[src/rtl/tlbfl_pkg.sv]
`default_nettype none

package tlbfl_pkg;

  localparam int MAX_ENTRIES = 16;
  localparam int IDX_W       = $clog2(MAX_ENTRIES);
  localparam int CNT_W       = IDX_W + 1;
  localparam int PID_W       = 16;
  localparam int PAGE_W      = 20;
  localparam int FRAME_W     = 20;
  localparam int COUNT_W     = 21;
  localparam int TYPE_W      = 2;
  localparam int KIND_W      = 2;
  localparam int CFG_CNT_W   = 5;
  localparam int APB_ADDR_W  = 3;
  localparam int APB_DATA_W  = 32;

  // request types
  localparam logic [TYPE_W-1:0] REQ_LOOKUP = 2'd0;
  localparam logic [TYPE_W-1:0] REQ_FILL   = 2'd1;
  localparam logic [TYPE_W-1:0] REQ_TRUNC  = 2'd2;

  // result kinds
  localparam logic [KIND_W-1:0] KIND_HIT   = 2'd0;
  localparam logic [KIND_W-1:0] KIND_MISS  = 2'd1;
  localparam logic [KIND_W-1:0] KIND_FILL  = 2'd2;
  localparam logic [KIND_W-1:0] KIND_TRUNC = 2'd3;

  // replacement modes
  localparam logic MODE_FIFO = 1'b0;
  localparam logic MODE_LRU  = 1'b1;

  // register index, taken from paddr[2]
  localparam logic REG_MODE    = 1'b0;
  localparam logic REG_ENTRIES = 1'b1;

  typedef struct packed {
    logic               wr_en;
    logic [IDX_W-1:0]   wr_idx;
    logic [PID_W-1:0]   wr_pid;
    logic [PAGE_W-1:0]  wr_page;
    logic [FRAME_W-1:0] wr_frame;
    logic               inv_en;
    logic [IDX_W-1:0]   inv_idx;
    logic               promote_en;
    logic [IDX_W-1:0]   promote_idx;
    logic [IDX_W-1:0]   promote_rank;
  } store_cmd_t;

  typedef struct packed {
    logic               valid;
    logic [PID_W-1:0]   pid;
    logic [PAGE_W-1:0]  page;
    logic [FRAME_W-1:0] frame;
    logic [IDX_W-1:0]   rank;
  } store_rd_t;

endpackage

`default_nettype wire

[src/rtl/tlbfl_req_if.sv]
`default_nettype none

interface tlbfl_req_if import tlbfl_pkg::*; ();
  logic               valid;
  logic               ready;
  logic [TYPE_W-1:0]  req_type;
  logic [PID_W-1:0]   pid;
  logic [PAGE_W-1:0]  page;
  logic [FRAME_W-1:0] fill_frame;
  logic [COUNT_W-1:0] page_count;

  modport source (output valid, req_type, pid, page, fill_frame, page_count, input ready);
  modport sink (input valid, req_type, pid, page, fill_frame, page_count, output ready);
endinterface

`default_nettype wire

[src/rtl/tlbfl_rsp_if.sv]
`default_nettype none

interface tlbfl_rsp_if import tlbfl_pkg::*; ();
  logic               valid;
  logic               ready;
  logic [KIND_W-1:0]  result_kind;
  logic [FRAME_W-1:0] result_frame;
  logic [PID_W-1:0]   req_pid;
  logic [PAGE_W-1:0]  req_page;

  modport source (output valid, result_kind, result_frame, req_pid, req_page, input ready);
  modport sink (input valid, result_kind, result_frame, req_pid, req_page, output ready);
endinterface

`default_nettype wire

[src/rtl/tlb_fifo_lru_lookup.sv]
// Operation: a lookup scans the entries in use until a hit, plus the LRU rank update
//   on a hit; a fill writes the FIFO pointer's entry (FIFO) or scans for the lowest rank (LRU).
// A truncate scans all 16 entries. With no entries in use, lookup and fill skip the scan.
// Throughput: one item at a time; next accept follows the output register load.
// Reset: synchronous, active high; clears valid bits and FIFO pointer, restores
//   rank order (entry 0 oldest), FIFO mode and 16 entries in use.
`default_nettype none

module tlb_fifo_lru_lookup import tlbfl_pkg::*; (
  input  wire logic                  clk,
  input  wire logic                  rst,
  tlbfl_req_if.sink                  req,
  tlbfl_rsp_if.source                rsp,
  input  wire logic                  psel,
  input  wire logic                  penable,
  input  wire logic                  pwrite,
  input  wire logic [APB_ADDR_W-1:0] paddr,
  input  wire logic [APB_DATA_W-1:0] pwdata,
  output logic      [APB_DATA_W-1:0] prdata,
  output logic                       pready
);

  typedef enum logic [4:0] {
    S_IDLE    = 5'b00001,
    S_SCAN    = 5'b00010,
    S_WRITE   = 5'b00100,
    S_PROMOTE = 5'b01000,
    S_FINISH  = 5'b10000
  } state_t;

  state_t state, state_next;

  // configuration registers
  logic                 mode;
  logic [CFG_CNT_W-1:0] entries_in_use;

  // latched request
  logic [TYPE_W-1:0]  op;
  logic [PID_W-1:0]   r_pid;
  logic [PAGE_W-1:0]  r_page;
  logic [FRAME_W-1:0] r_frame;
  logic [COUNT_W-1:0] r_count;

  // sequencer registers
  logic [CNT_W-1:0]   cnt, cnt_next;
  logic [IDX_W-1:0]   victim, victim_next;
  logic [IDX_W-1:0]   best_rank, best_rank_next;
  logic [IDX_W-1:0]   fifo_next, fifo_next_next;
  logic [KIND_W-1:0]  res_kind, res_kind_next;
  logic [FRAME_W-1:0] res_frame, res_frame_next;

  // output register
  logic               o_valid;
  logic [KIND_W-1:0]  o_kind;
  logic [FRAME_W-1:0] o_frame;
  logic [PID_W-1:0]   o_pid;
  logic [PAGE_W-1:0]  o_page;

  logic [CNT_W-1:0]   n_act;
  logic [IDX_W-1:0]   idx;
  logic [IDX_W-1:0]   fifo_victim;
  logic               in_beat;
  logic               out_load;
  logic               cnt_last;
  logic               hit;
  logic               trunc_match;
  logic               rank_better;
  store_cmd_t         cmd;
  store_rd_t          rd;

  // ---------------------------------------------------------------------------
  // APB configuration port: writes land in the access phase, reads are direct.
  // ---------------------------------------------------------------------------
  assign pready = 1'b1;

  always_ff @(posedge clk) begin
    if (rst) begin
      mode           <= MODE_FIFO;
      entries_in_use <= CFG_CNT_W'(MAX_ENTRIES);
    end else if (psel && penable && pwrite && pready) begin
      unique case (paddr[2])
        REG_MODE:    mode           <= pwdata[0];
        REG_ENTRIES: entries_in_use <= pwdata[CFG_CNT_W-1:0];
        default:     ;
      endcase
    end
  end

  always_comb begin
    unique case (paddr[2])
      REG_MODE:    prdata = {{(APB_DATA_W-1){1'b0}}, mode};
      REG_ENTRIES: prdata = {{(APB_DATA_W-CFG_CNT_W){1'b0}}, entries_in_use};
      default:     prdata = '0;
    endcase
  end

  // Saturate the entry count to the table size.
  assign n_act = (entries_in_use > CFG_CNT_W'(MAX_ENTRIES)) ? CNT_W'(MAX_ENTRIES)
                                                           : CNT_W'(entries_in_use);

  // FIFO pointer beyond the count in use restarts at entry 0.
  assign fifo_victim = ({1'b0, fifo_next} < n_act) ? fifo_next : '0;

  // ---------------------------------------------------------------------------
  // Shared compare unit: looks at one entry per cycle, the one under cnt.
  // ---------------------------------------------------------------------------
  assign idx         = cnt[IDX_W-1:0];
  assign hit         = rd.valid && (rd.pid == r_pid) && (rd.page == r_page);
  assign trunc_match = rd.valid && (rd.pid == r_pid) && (COUNT_W'(rd.page) >= r_count);
  assign rank_better = (cnt == '0) || (rd.rank < best_rank);

  // Truncate sweeps every stored entry; lookup and LRU fill sweep the entries in use.
  assign cnt_last = (op == REQ_TRUNC) ? (cnt == CNT_W'(MAX_ENTRIES - 1))
                                      : (cnt == n_act - 1'b1);

  assign in_beat  = req.valid && req.ready;
  assign req.ready = (state == S_IDLE);
  assign out_load = (state == S_FINISH) && (!o_valid || rsp.ready);

  always_ff @(posedge clk) begin
    if (in_beat) begin
      op      <= req.req_type;
      r_pid   <= req.pid;
      r_page  <= req.page;
      r_frame <= req.fill_frame;
      r_count <= req.page_count;
    end
  end

  // ---------------------------------------------------------------------------
  // Sequencer
  // ---------------------------------------------------------------------------
  always_comb begin
    state_next     = state;
    cnt_next       = cnt;
    victim_next    = victim;
    best_rank_next = best_rank;
    fifo_next_next = fifo_next;
    res_kind_next  = res_kind;
    res_frame_next = res_frame;

    unique case (state)
      S_IDLE: begin
        cnt_next = '0;
        if (in_beat) begin
          unique case (req.req_type)
            REQ_LOOKUP: begin
              // With nothing in use every lookup misses at once.
              res_kind_next  = KIND_MISS;
              res_frame_next = '0;
              state_next     = (n_act == '0) ? S_FINISH : S_SCAN;
            end
            REQ_FILL: begin
              res_kind_next  = KIND_FILL;
              res_frame_next = req.fill_frame;
              if (n_act == '0) begin
                state_next = S_FINISH;
              end else if (mode == MODE_FIFO) begin
                victim_next = fifo_victim;
                fifo_next_next = (CNT_W'(fifo_victim) + 1'b1 == n_act) ? '0
                                                                       : fifo_victim + 1'b1;
                state_next = S_WRITE;
              end else begin
                state_next = S_SCAN;
              end
            end
            REQ_TRUNC: begin
              res_kind_next  = KIND_TRUNC;
              res_frame_next = '0;
              state_next     = S_SCAN;
            end
            default: ; // unused type: drop the beat, no result
          endcase
        end
      end

      S_SCAN: begin
        cnt_next = cnt + 1'b1;
        unique case (op)
          REQ_LOOKUP: begin
            if (hit) begin
              res_kind_next  = KIND_HIT;
              res_frame_next = rd.frame;
              victim_next    = idx;
              best_rank_next = rd.rank;
              state_next     = (mode == MODE_LRU) ? S_PROMOTE : S_FINISH;
            end else if (cnt_last) begin
              state_next = S_FINISH;
            end
          end
          REQ_FILL: begin
            // Track the lowest rank; the lowest index wins a tie.
            if (rank_better) begin
              victim_next    = idx;
              best_rank_next = rd.rank;
            end
            if (cnt_last) begin
              state_next = S_WRITE;
            end
          end
          default: begin
            if (cnt_last) begin
              state_next = S_FINISH;
            end
          end
        endcase
      end

      S_WRITE:   state_next = S_FINISH;
      S_PROMOTE: state_next = S_FINISH;

      S_FINISH: begin
        if (out_load) begin
          state_next = S_IDLE;
        end
      end

      default: state_next = S_IDLE;
    endcase
  end

  always_ff @(posedge clk) begin
    if (rst) begin
      state     <= S_IDLE;
      cnt       <= '0;
      fifo_next <= '0;
    end else begin
      state     <= state_next;
      cnt       <= cnt_next;
      fifo_next <= fifo_next_next;
    end
  end

  always_ff @(posedge clk) begin
    victim    <= victim_next;
    best_rank <= best_rank_next;
    res_kind  <= res_kind_next;
    res_frame <= res_frame_next;
  end

  // ---------------------------------------------------------------------------
  // Entry store commands
  // ---------------------------------------------------------------------------
  always_comb begin
    cmd.wr_en        = (state == S_WRITE);
    cmd.wr_idx       = victim;
    cmd.wr_pid       = r_pid;
    cmd.wr_page      = r_page;
    cmd.wr_frame     = r_frame;
    cmd.inv_en       = (state == S_SCAN) && (op == REQ_TRUNC) && trunc_match;
    cmd.inv_idx      = idx;
    cmd.promote_en   = (state == S_PROMOTE) || ((state == S_WRITE) && (mode == MODE_LRU));
    cmd.promote_idx  = victim;
    cmd.promote_rank = best_rank;
  end

  tlbfl_store u_store (
    .clk    (clk),
    .rst    (rst),
    .cmd    (cmd),
    .rd_idx (idx),
    .rd     (rd)
  );

  // ---------------------------------------------------------------------------
  // Output register: hold the beat until the sink takes it.
  // ---------------------------------------------------------------------------
  always_ff @(posedge clk) begin
    if (rst) begin
      o_valid <= 1'b0;
    end else if (out_load) begin
      o_valid <= 1'b1;
    end else if (rsp.ready) begin
      o_valid <= 1'b0;
    end
  end

  always_ff @(posedge clk) begin
    if (out_load) begin
      o_kind  <= res_kind;
      o_frame <= res_frame;
      o_pid   <= (res_kind == KIND_MISS) ? r_pid : '0;
      o_page  <= (res_kind == KIND_MISS) ? r_page : '0;
    end
  end

  assign rsp.valid        = o_valid;
  assign rsp.result_kind  = o_kind;
  assign rsp.result_frame = o_frame;
  assign rsp.req_pid      = o_pid;
  assign rsp.req_page     = o_page;

`ifndef ASSERT_OFF
  a_lookup_busy: assert property (@(posedge clk) disable iff (rst)
    in_beat && (req.req_type == REQ_LOOKUP) |=> !req.ready)
    else $error("lookup accepted but block still ready");

  a_scan_bound: assert property (@(posedge clk) disable iff (rst)
    (state == S_SCAN) |-> (cnt < CNT_W'(MAX_ENTRIES)))
    else $error("scan counter ran past the table");

  a_write_needs_entries: assert property (@(posedge clk) disable iff (rst)
    (state == S_WRITE) |-> (n_act != '0))
    else $error("fill write with no entries in use");

  a_no_overwrite: assert property (@(posedge clk) disable iff (rst)
    o_valid && !rsp.ready |-> !out_load)
    else $error("result overwritten while stalled");
`endif

endmodule

`default_nettype wire

[src/rtl/tlbfl_store.sv]
`default_nettype none

module tlbfl_store import tlbfl_pkg::*; (
  input  wire logic             clk,
  input  wire logic             rst,
  input  wire store_cmd_t       cmd,
  input  wire logic [IDX_W-1:0] rd_idx,
  output store_rd_t             rd
);

  logic [MAX_ENTRIES-1:0] valid;
  logic [PID_W-1:0]       pid_mem   [MAX_ENTRIES];
  logic [PAGE_W-1:0]      page_mem  [MAX_ENTRIES];
  logic [FRAME_W-1:0]     frame_mem [MAX_ENTRIES];
  logic [IDX_W-1:0]       rank      [MAX_ENTRIES];

  always_ff @(posedge clk) begin
    if (rst) begin
      valid <= '0;
    end else begin
      if (cmd.wr_en) begin
        valid[cmd.wr_idx] <= 1'b1;
      end
      if (cmd.inv_en) begin
        valid[cmd.inv_idx] <= 1'b0;
      end
    end
  end

  always_ff @(posedge clk) begin
    if (cmd.wr_en) begin
      pid_mem[cmd.wr_idx]   <= cmd.wr_pid;
      page_mem[cmd.wr_idx]  <= cmd.wr_page;
      frame_mem[cmd.wr_idx] <= cmd.wr_frame;
    end
  end

  // Move the promoted entry to the top; close the gap it leaves.
  always_ff @(posedge clk) begin
    for (int i = 0; i < MAX_ENTRIES; i++) begin
      if (rst) begin
        rank[i] <= IDX_W'(i);
      end else if (cmd.promote_en) begin
        if (IDX_W'(i) == cmd.promote_idx) begin
          rank[i] <= IDX_W'(MAX_ENTRIES - 1);
        end else if (rank[i] > cmd.promote_rank) begin
          rank[i] <= rank[i] - 1'b1;
        end
      end
    end
  end

  always_comb begin
    rd.valid = valid[rd_idx];
    rd.pid   = pid_mem[rd_idx];
    rd.page  = page_mem[rd_idx];
    rd.frame = frame_mem[rd_idx];
    rd.rank  = rank[rd_idx];
  end

endmodule

`default_nettype wire

[src/flat_wrapper.sv]
// flat-port wrapper written by rule: the top's interface ports become plain ports
module tlb_fifo_lru_lookup_flat import tlbfl_pkg::*;
  (clk, rst, psel, penable, pwrite, paddr, pwdata, prdata, pready, req_valid, req_req_type, req_pid, req_page, req_fill_frame, req_page_count, req_ready, rsp_valid, rsp_result_kind, rsp_result_frame, rsp_req_pid, rsp_req_page, rsp_ready);
  tlbfl_req_if req_i ();
  tlbfl_rsp_if rsp_i ();
  input  wire logic clk;
  input  wire logic rst;
  input  wire logic psel;
  input  wire logic penable;
  input  wire logic pwrite;
  input  wire logic [APB_ADDR_W-1:0] paddr;
  input  wire logic [APB_DATA_W-1:0] pwdata;
  output logic      [APB_DATA_W-1:0] prdata;
  output logic pready;
  input wire logic [$bits(req_i.valid)-1:0] req_valid;
  input wire logic [$bits(req_i.req_type)-1:0] req_req_type;
  input wire logic [$bits(req_i.pid)-1:0] req_pid;
  input wire logic [$bits(req_i.page)-1:0] req_page;
  input wire logic [$bits(req_i.fill_frame)-1:0] req_fill_frame;
  input wire logic [$bits(req_i.page_count)-1:0] req_page_count;
  output wire logic [$bits(req_i.ready)-1:0] req_ready;
  output wire logic [$bits(rsp_i.valid)-1:0] rsp_valid;
  output wire logic [$bits(rsp_i.result_kind)-1:0] rsp_result_kind;
  output wire logic [$bits(rsp_i.result_frame)-1:0] rsp_result_frame;
  output wire logic [$bits(rsp_i.req_pid)-1:0] rsp_req_pid;
  output wire logic [$bits(rsp_i.req_page)-1:0] rsp_req_page;
  input wire logic [$bits(rsp_i.ready)-1:0] rsp_ready;
  assign req_i.valid = req_valid;
  assign req_i.req_type = req_req_type;
  assign req_i.pid = req_pid;
  assign req_i.page = req_page;
  assign req_i.fill_frame = req_fill_frame;
  assign req_i.page_count = req_page_count;
  assign req_ready = req_i.ready;
  assign rsp_valid = rsp_i.valid;
  assign rsp_result_kind = rsp_i.result_kind;
  assign rsp_result_frame = rsp_i.result_frame;
  assign rsp_req_pid = rsp_i.req_pid;
  assign rsp_req_page = rsp_i.req_page;
  assign rsp_i.ready = rsp_ready;
  tlb_fifo_lru_lookup u_core (.clk(clk), .rst(rst), .req(req_i), .rsp(rsp_i), .psel(psel), .penable(penable), .pwrite(pwrite), .paddr(paddr), .pwdata(pwdata), .prdata(prdata), .pready(pready));
endmodule
[config.mk]
export PLATFORM = sky130hd
export DESIGN_NAME = tlb_fifo_lru_lookup_flat
export DESIGN_NICKNAME = d
export VERILOG_FILES = /design/src/rtl/tlbfl_pkg.sv /design/src/rtl/tlbfl_req_if.sv /design/src/rtl/tlbfl_rsp_if.sv /design/src/rtl/tlb_fifo_lru_lookup.sv /design/src/rtl/tlbfl_store.sv /design/src/flat_wrapper.sv
export SDC_FILE = /design/constraint.sdc
export NUM_CORES = 1
export LEC_CHECK = 0
export ABC_AREA = 0
export BUFFER_PORTS_ARGS = -buffer_cell sky130_fd_sc_hd__buf_2
export CAP_MARGIN = 20
export CORE_ASPECT_RATIO = 0.7
export CORE_UTILIZATION = 50
export CTS_CLUSTER_SIZE = 8
export DETAILED_ROUTE_END_ITERATION = 7
export GPL_ROUTABILITY_DRIVEN = 0
export PLACE_DENSITY = 0.67
export SLEW_MARGIN = 20
export SYNTH_ARGS = -nofsm -noshare
export SYNTH_HDL_FRONTEND = slang
export SYNTH_SLANG_ARGS = --single-unit
[constraint.sdc]
create_clock -name clk -period 5.5 [get_ports clk]
set_input_delay 1.1 -clock clk [delete_from_list [all_inputs] [get_ports clk]]
set_output_delay 1.1 -clock clk [all_outputs]
set_load 0.02 [all_outputs]
==> qor.yml, run 1 <==
synthesis:
  avgSynthCellArea_um2: 17.72
  synth_area_leaders: "edfxtp_1, mux4_2, ha_1"
  synth_warnings: 0
  netlist_instances: 2789
  yosysSeqAreaShare_pct: 70.12
  synth_flop_cell: "edfxtp_1"
  synth_edf_count: 1127
  synth_seq_cells: 1168
  synth_cell_types: 88
  post_synth_instance_area_mm2: 0.04943
  synth_top_cell_area_share_pct: 68.46
  async_flop_share_pct: 0
  yosysTopAreaCell: "edfxtp_1"
drt:
  post_drt_wl_per_cell_um: 26.80
  drtIter0Drc: 2804
  num_vias: 26890
  drt_wl_total_um: 118700
  route.detailed.drc: 0
  postRouteAntennaNets: 0
  via_per_inst: 6.072
  drtPass1Iterations: 6
job:
  maxCapViolations: 0
worst_setup_path:
  path_max_fanout: 40
  crit_slowest_cell: "dfxtp_4"
  crit_buf_inv: 1
  startpoint_type: "flop"
  worstPathArrival_ns: 4.92
  cp_cell_sequence: "buf_4, nand2_1, o22ai_1, o21a_2, nor3_1, a2111o_1, nor4_2, and4_4, a21oi_1, nor2_1"
  crit_type: "reg -> reg"
  r2r_setup_slack_ns: 0.97
  critPathTopFamily: "simple AND/OR/NAND/NOR gates"
  crit_path_end_kind: "flop"
  slowest_delay_ns: 0.83
  crit_required_ns: 5.89
global_routing:
  grt_max_degree: 59
  grt.overflow.total: 0
  grt_pass1_vias: 27250
  grt_usage_pct: 24.03
  grt_pass1_wl_um: 175500
  antenna_found_initial: 1
place:
  dp_hpwl_um: 70340
  dp_cells: 4225
  io_buffers: 156
worst_hold_path:
  hold_path.class: "reg -> reg"
pwr:
  power_w: 0.01990
  ir_worst_vdd_mv: 0.3102
  powerDensity_mw_per_mm2: 353.3
  leakage_nw: 18.77
sta:
  finalSetupTns_ns: 0
  hold_violations: 0
  whs_ns: 0.3997
  max_freq_mhz: 220.7
  worstMarginPinSlew_ns: 1.116
  fin_crit_sh_pct: 82.37
  rsz0062_at_grt: "false"
  clock-skew-final_ns: 0.03105
  max-slew-margin-rel_pct: 25.45
  maxSlewViolCount: 0
  finalSetupViolations: 0
  period_minus_slack_ns: 4.530
die:
  ios: 214
  rows: 96
  initial_utilization_pct: 50.44
  die_y_um: 265.1
  die-area_mm2: 0.1001
  coreArea_mm2: 0.09801
  die_x_um: 377.8
clock_network:
  ctsLongestPathBuffers: 3
  cts_made_buffers: 163
  cts-root-buf: "clkbuf_16"
  cts.sinks: 1168
  cts_hold_buf: 0
  post-cts-setup-buffers: 0
  cts-resized-gates: 0
  clk_latency_ns: 0.76
  cts_tree: "done"
  h-tree-depth: 4
  clk_pin_slew_ns: 0.05
cells_and_area:
  nNetsFinal: 3305
  final_common_cell: "edfxtp_1"
  syn_to_final_growth_pct: 13.96
  final_cell_mix: "edfxtp_1, mux4_2, clkbuf_16"
  stdcell_count: 4429
  final_layout_size_suffix_gt1_share_pct: 22.54
outcome:
  status: "finished clean"
## sequential cells by signal (all words and copies together), names as in the netlist, 5 cells and up, named ones only
| signal | cells |
|---|---|
| u_core.cnt | 5 |
| u_core.rsp.req_pid | 16 |
| u_core.r_frame | 20 |
| u_core.res_frame | 20 |
| u_core.entries_in_use | 5 |
| u_core.state | 5 |
| u_core.u_store.frame_mem | 320 |
| u_core.u_store.rank | 64 |
| u_core.rsp.result_frame | 20 |
| u_core.u_store.valid | 16 |
| u_core.r_page | 20 |
| u_core.r_count | 21 |
| u_core.u_store.page_mem | 320 |
| u_core.r_pid | 16 |
| u_core.u_store.pid_mem | 256 |
| u_core.rsp.req_page | 20 |
## layer usage
layer	vias to the layer above	share of wire (%)	routed length, um	GRT usage, %
met1	13960	43	51080	34.88
met3	201	7.7	9170	4.267
met4	0	2.7	3192	8.086
li1	11580	-	-	-
met5	-	0	0	0
met2	1158	47	55270	37.01
## worst reg2reg max path, stage by stage (launching register included)
cell and delay, ns:
dfxtp_4 0.83, buf_4 0.60, nand2_1 0.30, o22ai_1 0.23, o21a_2 0.20, nor3_1 0.09
a2111o_1 0.40, nor4_2 0.51, and4_4 0.39, a21oi_1 0.14, nor2_1 0.50
## metrics by stage
stage / utilization (%) / worst slack, ns / instance area [um2]
after floorplan: - / 1.183 / 49530
after global placement: 52.88 / 1.027 / 51830
after detailed placement: 52.90 / 0.9616 / 51850
after CTS: 57.44 / 0.9573 / 56300
after global routing: 57.47 / 0.7400 / 56330
final: 57.47 / 0.9696 / 56330
## cell families after synthesis
logic type,share of synthesized area [%]
flops,70.12
simple gates,5.366
mux,13.20
compound gates,4.396
buf+inv,2.544
fa+ha+maj,2.936
xor+xnor,1.417
other cells,0.01519
## synthesized netlist by cell type (all sizes together), types with 6 or more instances
library cell and number:
a211oi 26, a21o 20, a21oi 48, a221oi 13
a22oi 35, a41o 10, and2 49, and3 8
buf 107, clkbuf 42, dfxtp 41, edfxtp 1127
ha 116, inv 77, mux2 22, mux2i 121
mux4 223, nand2 150, nand2b 29, nand3 39
nand4 16, nor2 99, nor2b 44, nor3 41
nor4 7, o2111a 6, o211ai 8, o21a 18
o21ai 46, o22ai 33, or2 6, or3 10
xnor2 55, xor2 25
## area by class of cell
class	count	area, um2
Sequential cell	1168	34680
Clock buffer	191	4227
Timing Repair Buffer	237	1496
Multi-Input combinational cell	1421	13750
Inverter	77	291.5
Clock inverter	11	230.2
Fill cell	7224	41680
Tap cell	1323	1655
Antenna cell	1	2.502
## final timing paths
| check | start | end | cells past startpoint |
|---|---|---|---|
| worst min register to register | u_core.res_frame[16] | u_core.rsp.result_frame[16] | 0 |
| worst max-delay path | flop | u_core.best_rank[2] | 10 |
| worst max register to register | flop | u_core.best_rank[2] | 10 |
| worst min-delay path | u_core.res_frame[16] | u_core.rsp.result_frame[16] | 0 |
## where the power goes
group          internal [W]  switching [W]  total [W]
clock network       0.00535        0.00354    0.00890
registers            0.0101       0.000297     0.0104
logic              0.000234       0.000391   0.000625
(Power assumes the default switching activity.)
==> inputs of run 2 (changes only) <==
PLACE_DENSITY = 0.69   (was 0.67)
clock period = 3.93 ns   (was 5.5 ns; I/O delays follow)
==> qor.yml, run 2 (synthesized netlist as in run 1, its figures left out) <==
cells_and_area:
  syn_to_final_growth_pct: 15.81
  final_layout_size_suffix_gt1_share_pct: 24.40  # +1.9 points
  final_cell_mix: "edfxtp_1, mux4_2, clkbuf_16"
  largest_registers: "u_core.u_store.frame_mem x320, u_core.u_store.page_mem x320, u_core.u_store.pid_mem x256"
  fillers: 7196  # -0.39%
  nNetsFinal: 3372  # +2.0%
  final_common_cell: "edfxtp_1"
  stdcell_count: 4508  # +1.8%
die:
  ios: 214  # unchanged
  die_y_um: 265.1  # unchanged
  coreArea_mm2: 0.09801  # unchanged
  initial_utilization_pct: 50.44  # unchanged
  die_x_um: 377.8  # unchanged
  die-area_mm2: 0.1001  # unchanged
  rows: 96  # unchanged
sta:
  rsz0062_at_grt: "false"
  worstMarginPinSlew_ns: 1.013  # -0.1029 ns
  max-slew-margin-rel_pct: 32.49  # +7.0 points
  whs_ns: 0.2022  # -0.1975 ns
  fin_crit_sh_pct: 96.71  # +14 points
  clock-skew-final_ns: 0.02452  # -0.006536 ns
  finalSetupViolations: 0  # unchanged
  max_freq_mhz: 263.1  # +19%
  hold_violations: 0  # unchanged
  period_minus_slack_ns: 3.801  # -0.7299 ns
  finalSetupTns_ns: 0  # unchanged
  maxSlewViolCount: 0  # unchanged
  fin_ws_ns: 0.1294  # -0.8401 ns
worst_hold_path:
  hold_path.startpoint: "req_page[3]"
  hold_path.class: "in -> reg"
  whs_path_depth: 1  # +1
  hold_path_end: "u_core.r_page[3]"
worst_setup_path:
  crit_slowest_cell: "mux4_2"
  cp_common_cell: "a21o_1"
  r2r_setup_slack_ns: 0.13  # -0.84 ns
  crit_path_end_kind: "flop"
  critPathTopFamily: "compound AO/OA/AOI/OAI gates"
  reg2regPathDepth: 16  # +6
  crit_required_ns: 4.58  # -1.31 ns
  cp_cell_sequence: "buf_12, mux4_2, nor2b_1, a211oi_1, a21oi_2, ha_1, a21o_1, a21o_1, a21oi_1, o21ai_0, nand3_1, nand2_1, a21o_1, buf_12, o2111a_2, a211oi_1"
  crit_type: "reg -> reg"
  path_max_fanout: 6  # -85%
  slowest_delay_ns: 0.50  # -0.33 ns
  r2r-end: "u_core.u_store.valid[12]"
  crit_buf_inv: 2  # +1
  startpoint_type: "flop"
  worstPathArrival_ns: 4.45  # -0.47 ns
drt:
  num_vias: 27240  # +1.3%
  post_drt_wl_per_cell_um: 26.36  # -1.6%
  drtIter0Drc: 3330  # +19%
  via_per_inst: 6.043  # -0.48%
  postRouteAntennaNets: 0  # unchanged
  drtPass1Iterations: 5  # -1
  route.detailed.drc: 0  # unchanged
  drt_wl_total_um: 118800  # +0.11%
clock_network:
  h-tree-depth: 4  # unchanged
  cts-root-buf: "clkbuf_16"
  clk_latency_ns: 0.76  # about the same
  cts_tree: "done"
  cts.sinks: 1168  # unchanged
  cts_made_buffers: 163  # unchanged
  ctsLongestPathBuffers: 3  # unchanged
  clk_pin_slew_ns: 0.05  # about the same
pwr:
  ir_worst_vdd_mv: 0.4589  # +48%
  powerDensity_mw_per_mm2: 490.0  # +39%
  leakage_nw: 19.19  # +2.2%
outcome:
  status: "finished clean"
global_routing:
  grt_pass1_vias: 27650  # +1.5%
  grt_usage_pct: 24.11  # +0.083 points
  grt_max_degree: 59  # unchanged
  grt.overflow.total: 0  # unchanged
  grt_pass1_wl_um: 176500  # +0.53%
  antenna_found_initial: 2  # +1
place:
  pre_cts_ws_ns: 0.01722  # -0.9443 ns
  io_buffers: 156  # unchanged
  dp_hpwl_um: 69110  # -1.7%
  dp_cells: 4279  # +1.3%
job:
  maxCapViolations: 0  # unchanged
-- run 2: cell types whose count changed in the layout (fill, tap and decap cells not counted), sizes merged --
cell	change
buf	+67
clkbuf	+12
-- run 2: metrics by stage --
step | power [W] | util (%) | instance area (um2)
final | 0.02805 | 58.41 | 57250
after floorplan | 0.01517 | - | 49540
after CTS | 0.02825 | 58.34 | 57180
after global routing | 0.02883 | 58.41 | 57250
after global placement | 0.01561 | 53.62 | 52550
after detailed placement | 0.01568 | 53.62 | 52550
-- run 2: power breakdown --
| group | switching, W | leakage, nW | internal [W] | total, W |
|---|---|---|---|---|
| logic | 0.000623 | 6.50 | 0.000374 | 0.000997 |
| registers | 0.000366 | 10.5 | 0.0141 | 0.0145 |
| clock network | 0.00501 | 2.19 | 0.00758 | 0.0126 |
-- run 2: worst max path at each step --
stage	endpoint	slack, ns	cells past startpoint
2_1_floorplan	u_core.u_store.valid[12]	0.04	20
3_3_place_gp	u_core.u_store.valid[2]	0.14	15
3_5_place_dp	u_core.u_store.valid[13]	0.02	15
4_1_cts	u_core.u_store.valid[13]	0.11	16
5_1_grt	u_core.u_store.valid[9]	0.01	18
6_report	u_core.u_store.valid[12]	0.13	16
-- run 2: area by class of cell --
class	instances	area, um2	area share (%)
Timing Repair Buffer	304	2317	4.047
Clock buffer	203	4293	7.498
Sequential cell	1168	34680	60.57
Antenna cell	1	2.502	0.004371
Multi-Input combinational cell	1421	13780	24.07
Inverter	77	291.5	0.5092
Clock inverter	11	235.2	0.4109
Tap cell	1323	1655	2.891
-- run 2: repair_timing --
action	CTS	global route
endpoints found under the setup margin	1	20
buffers inserted	9	6
gates resized for setup	0	9
endpoints found under the hold margin	0	0
gates cloned	0	0
pin swaps	0	0
hold buffers	0	0
-- run 2: per-layer routing --
metal | share of wire (%) | vias to the layer above | global-route usage [%]
li1 | - | 11720 | -
met1 | 42 | 14040 | 34.57
met3 | 8.6 | 174 | 4.287
met2 | 48 | 1310 | 38.01
met5 | 0 | - | 0
met4 | 2.0 | 0 | 7.200
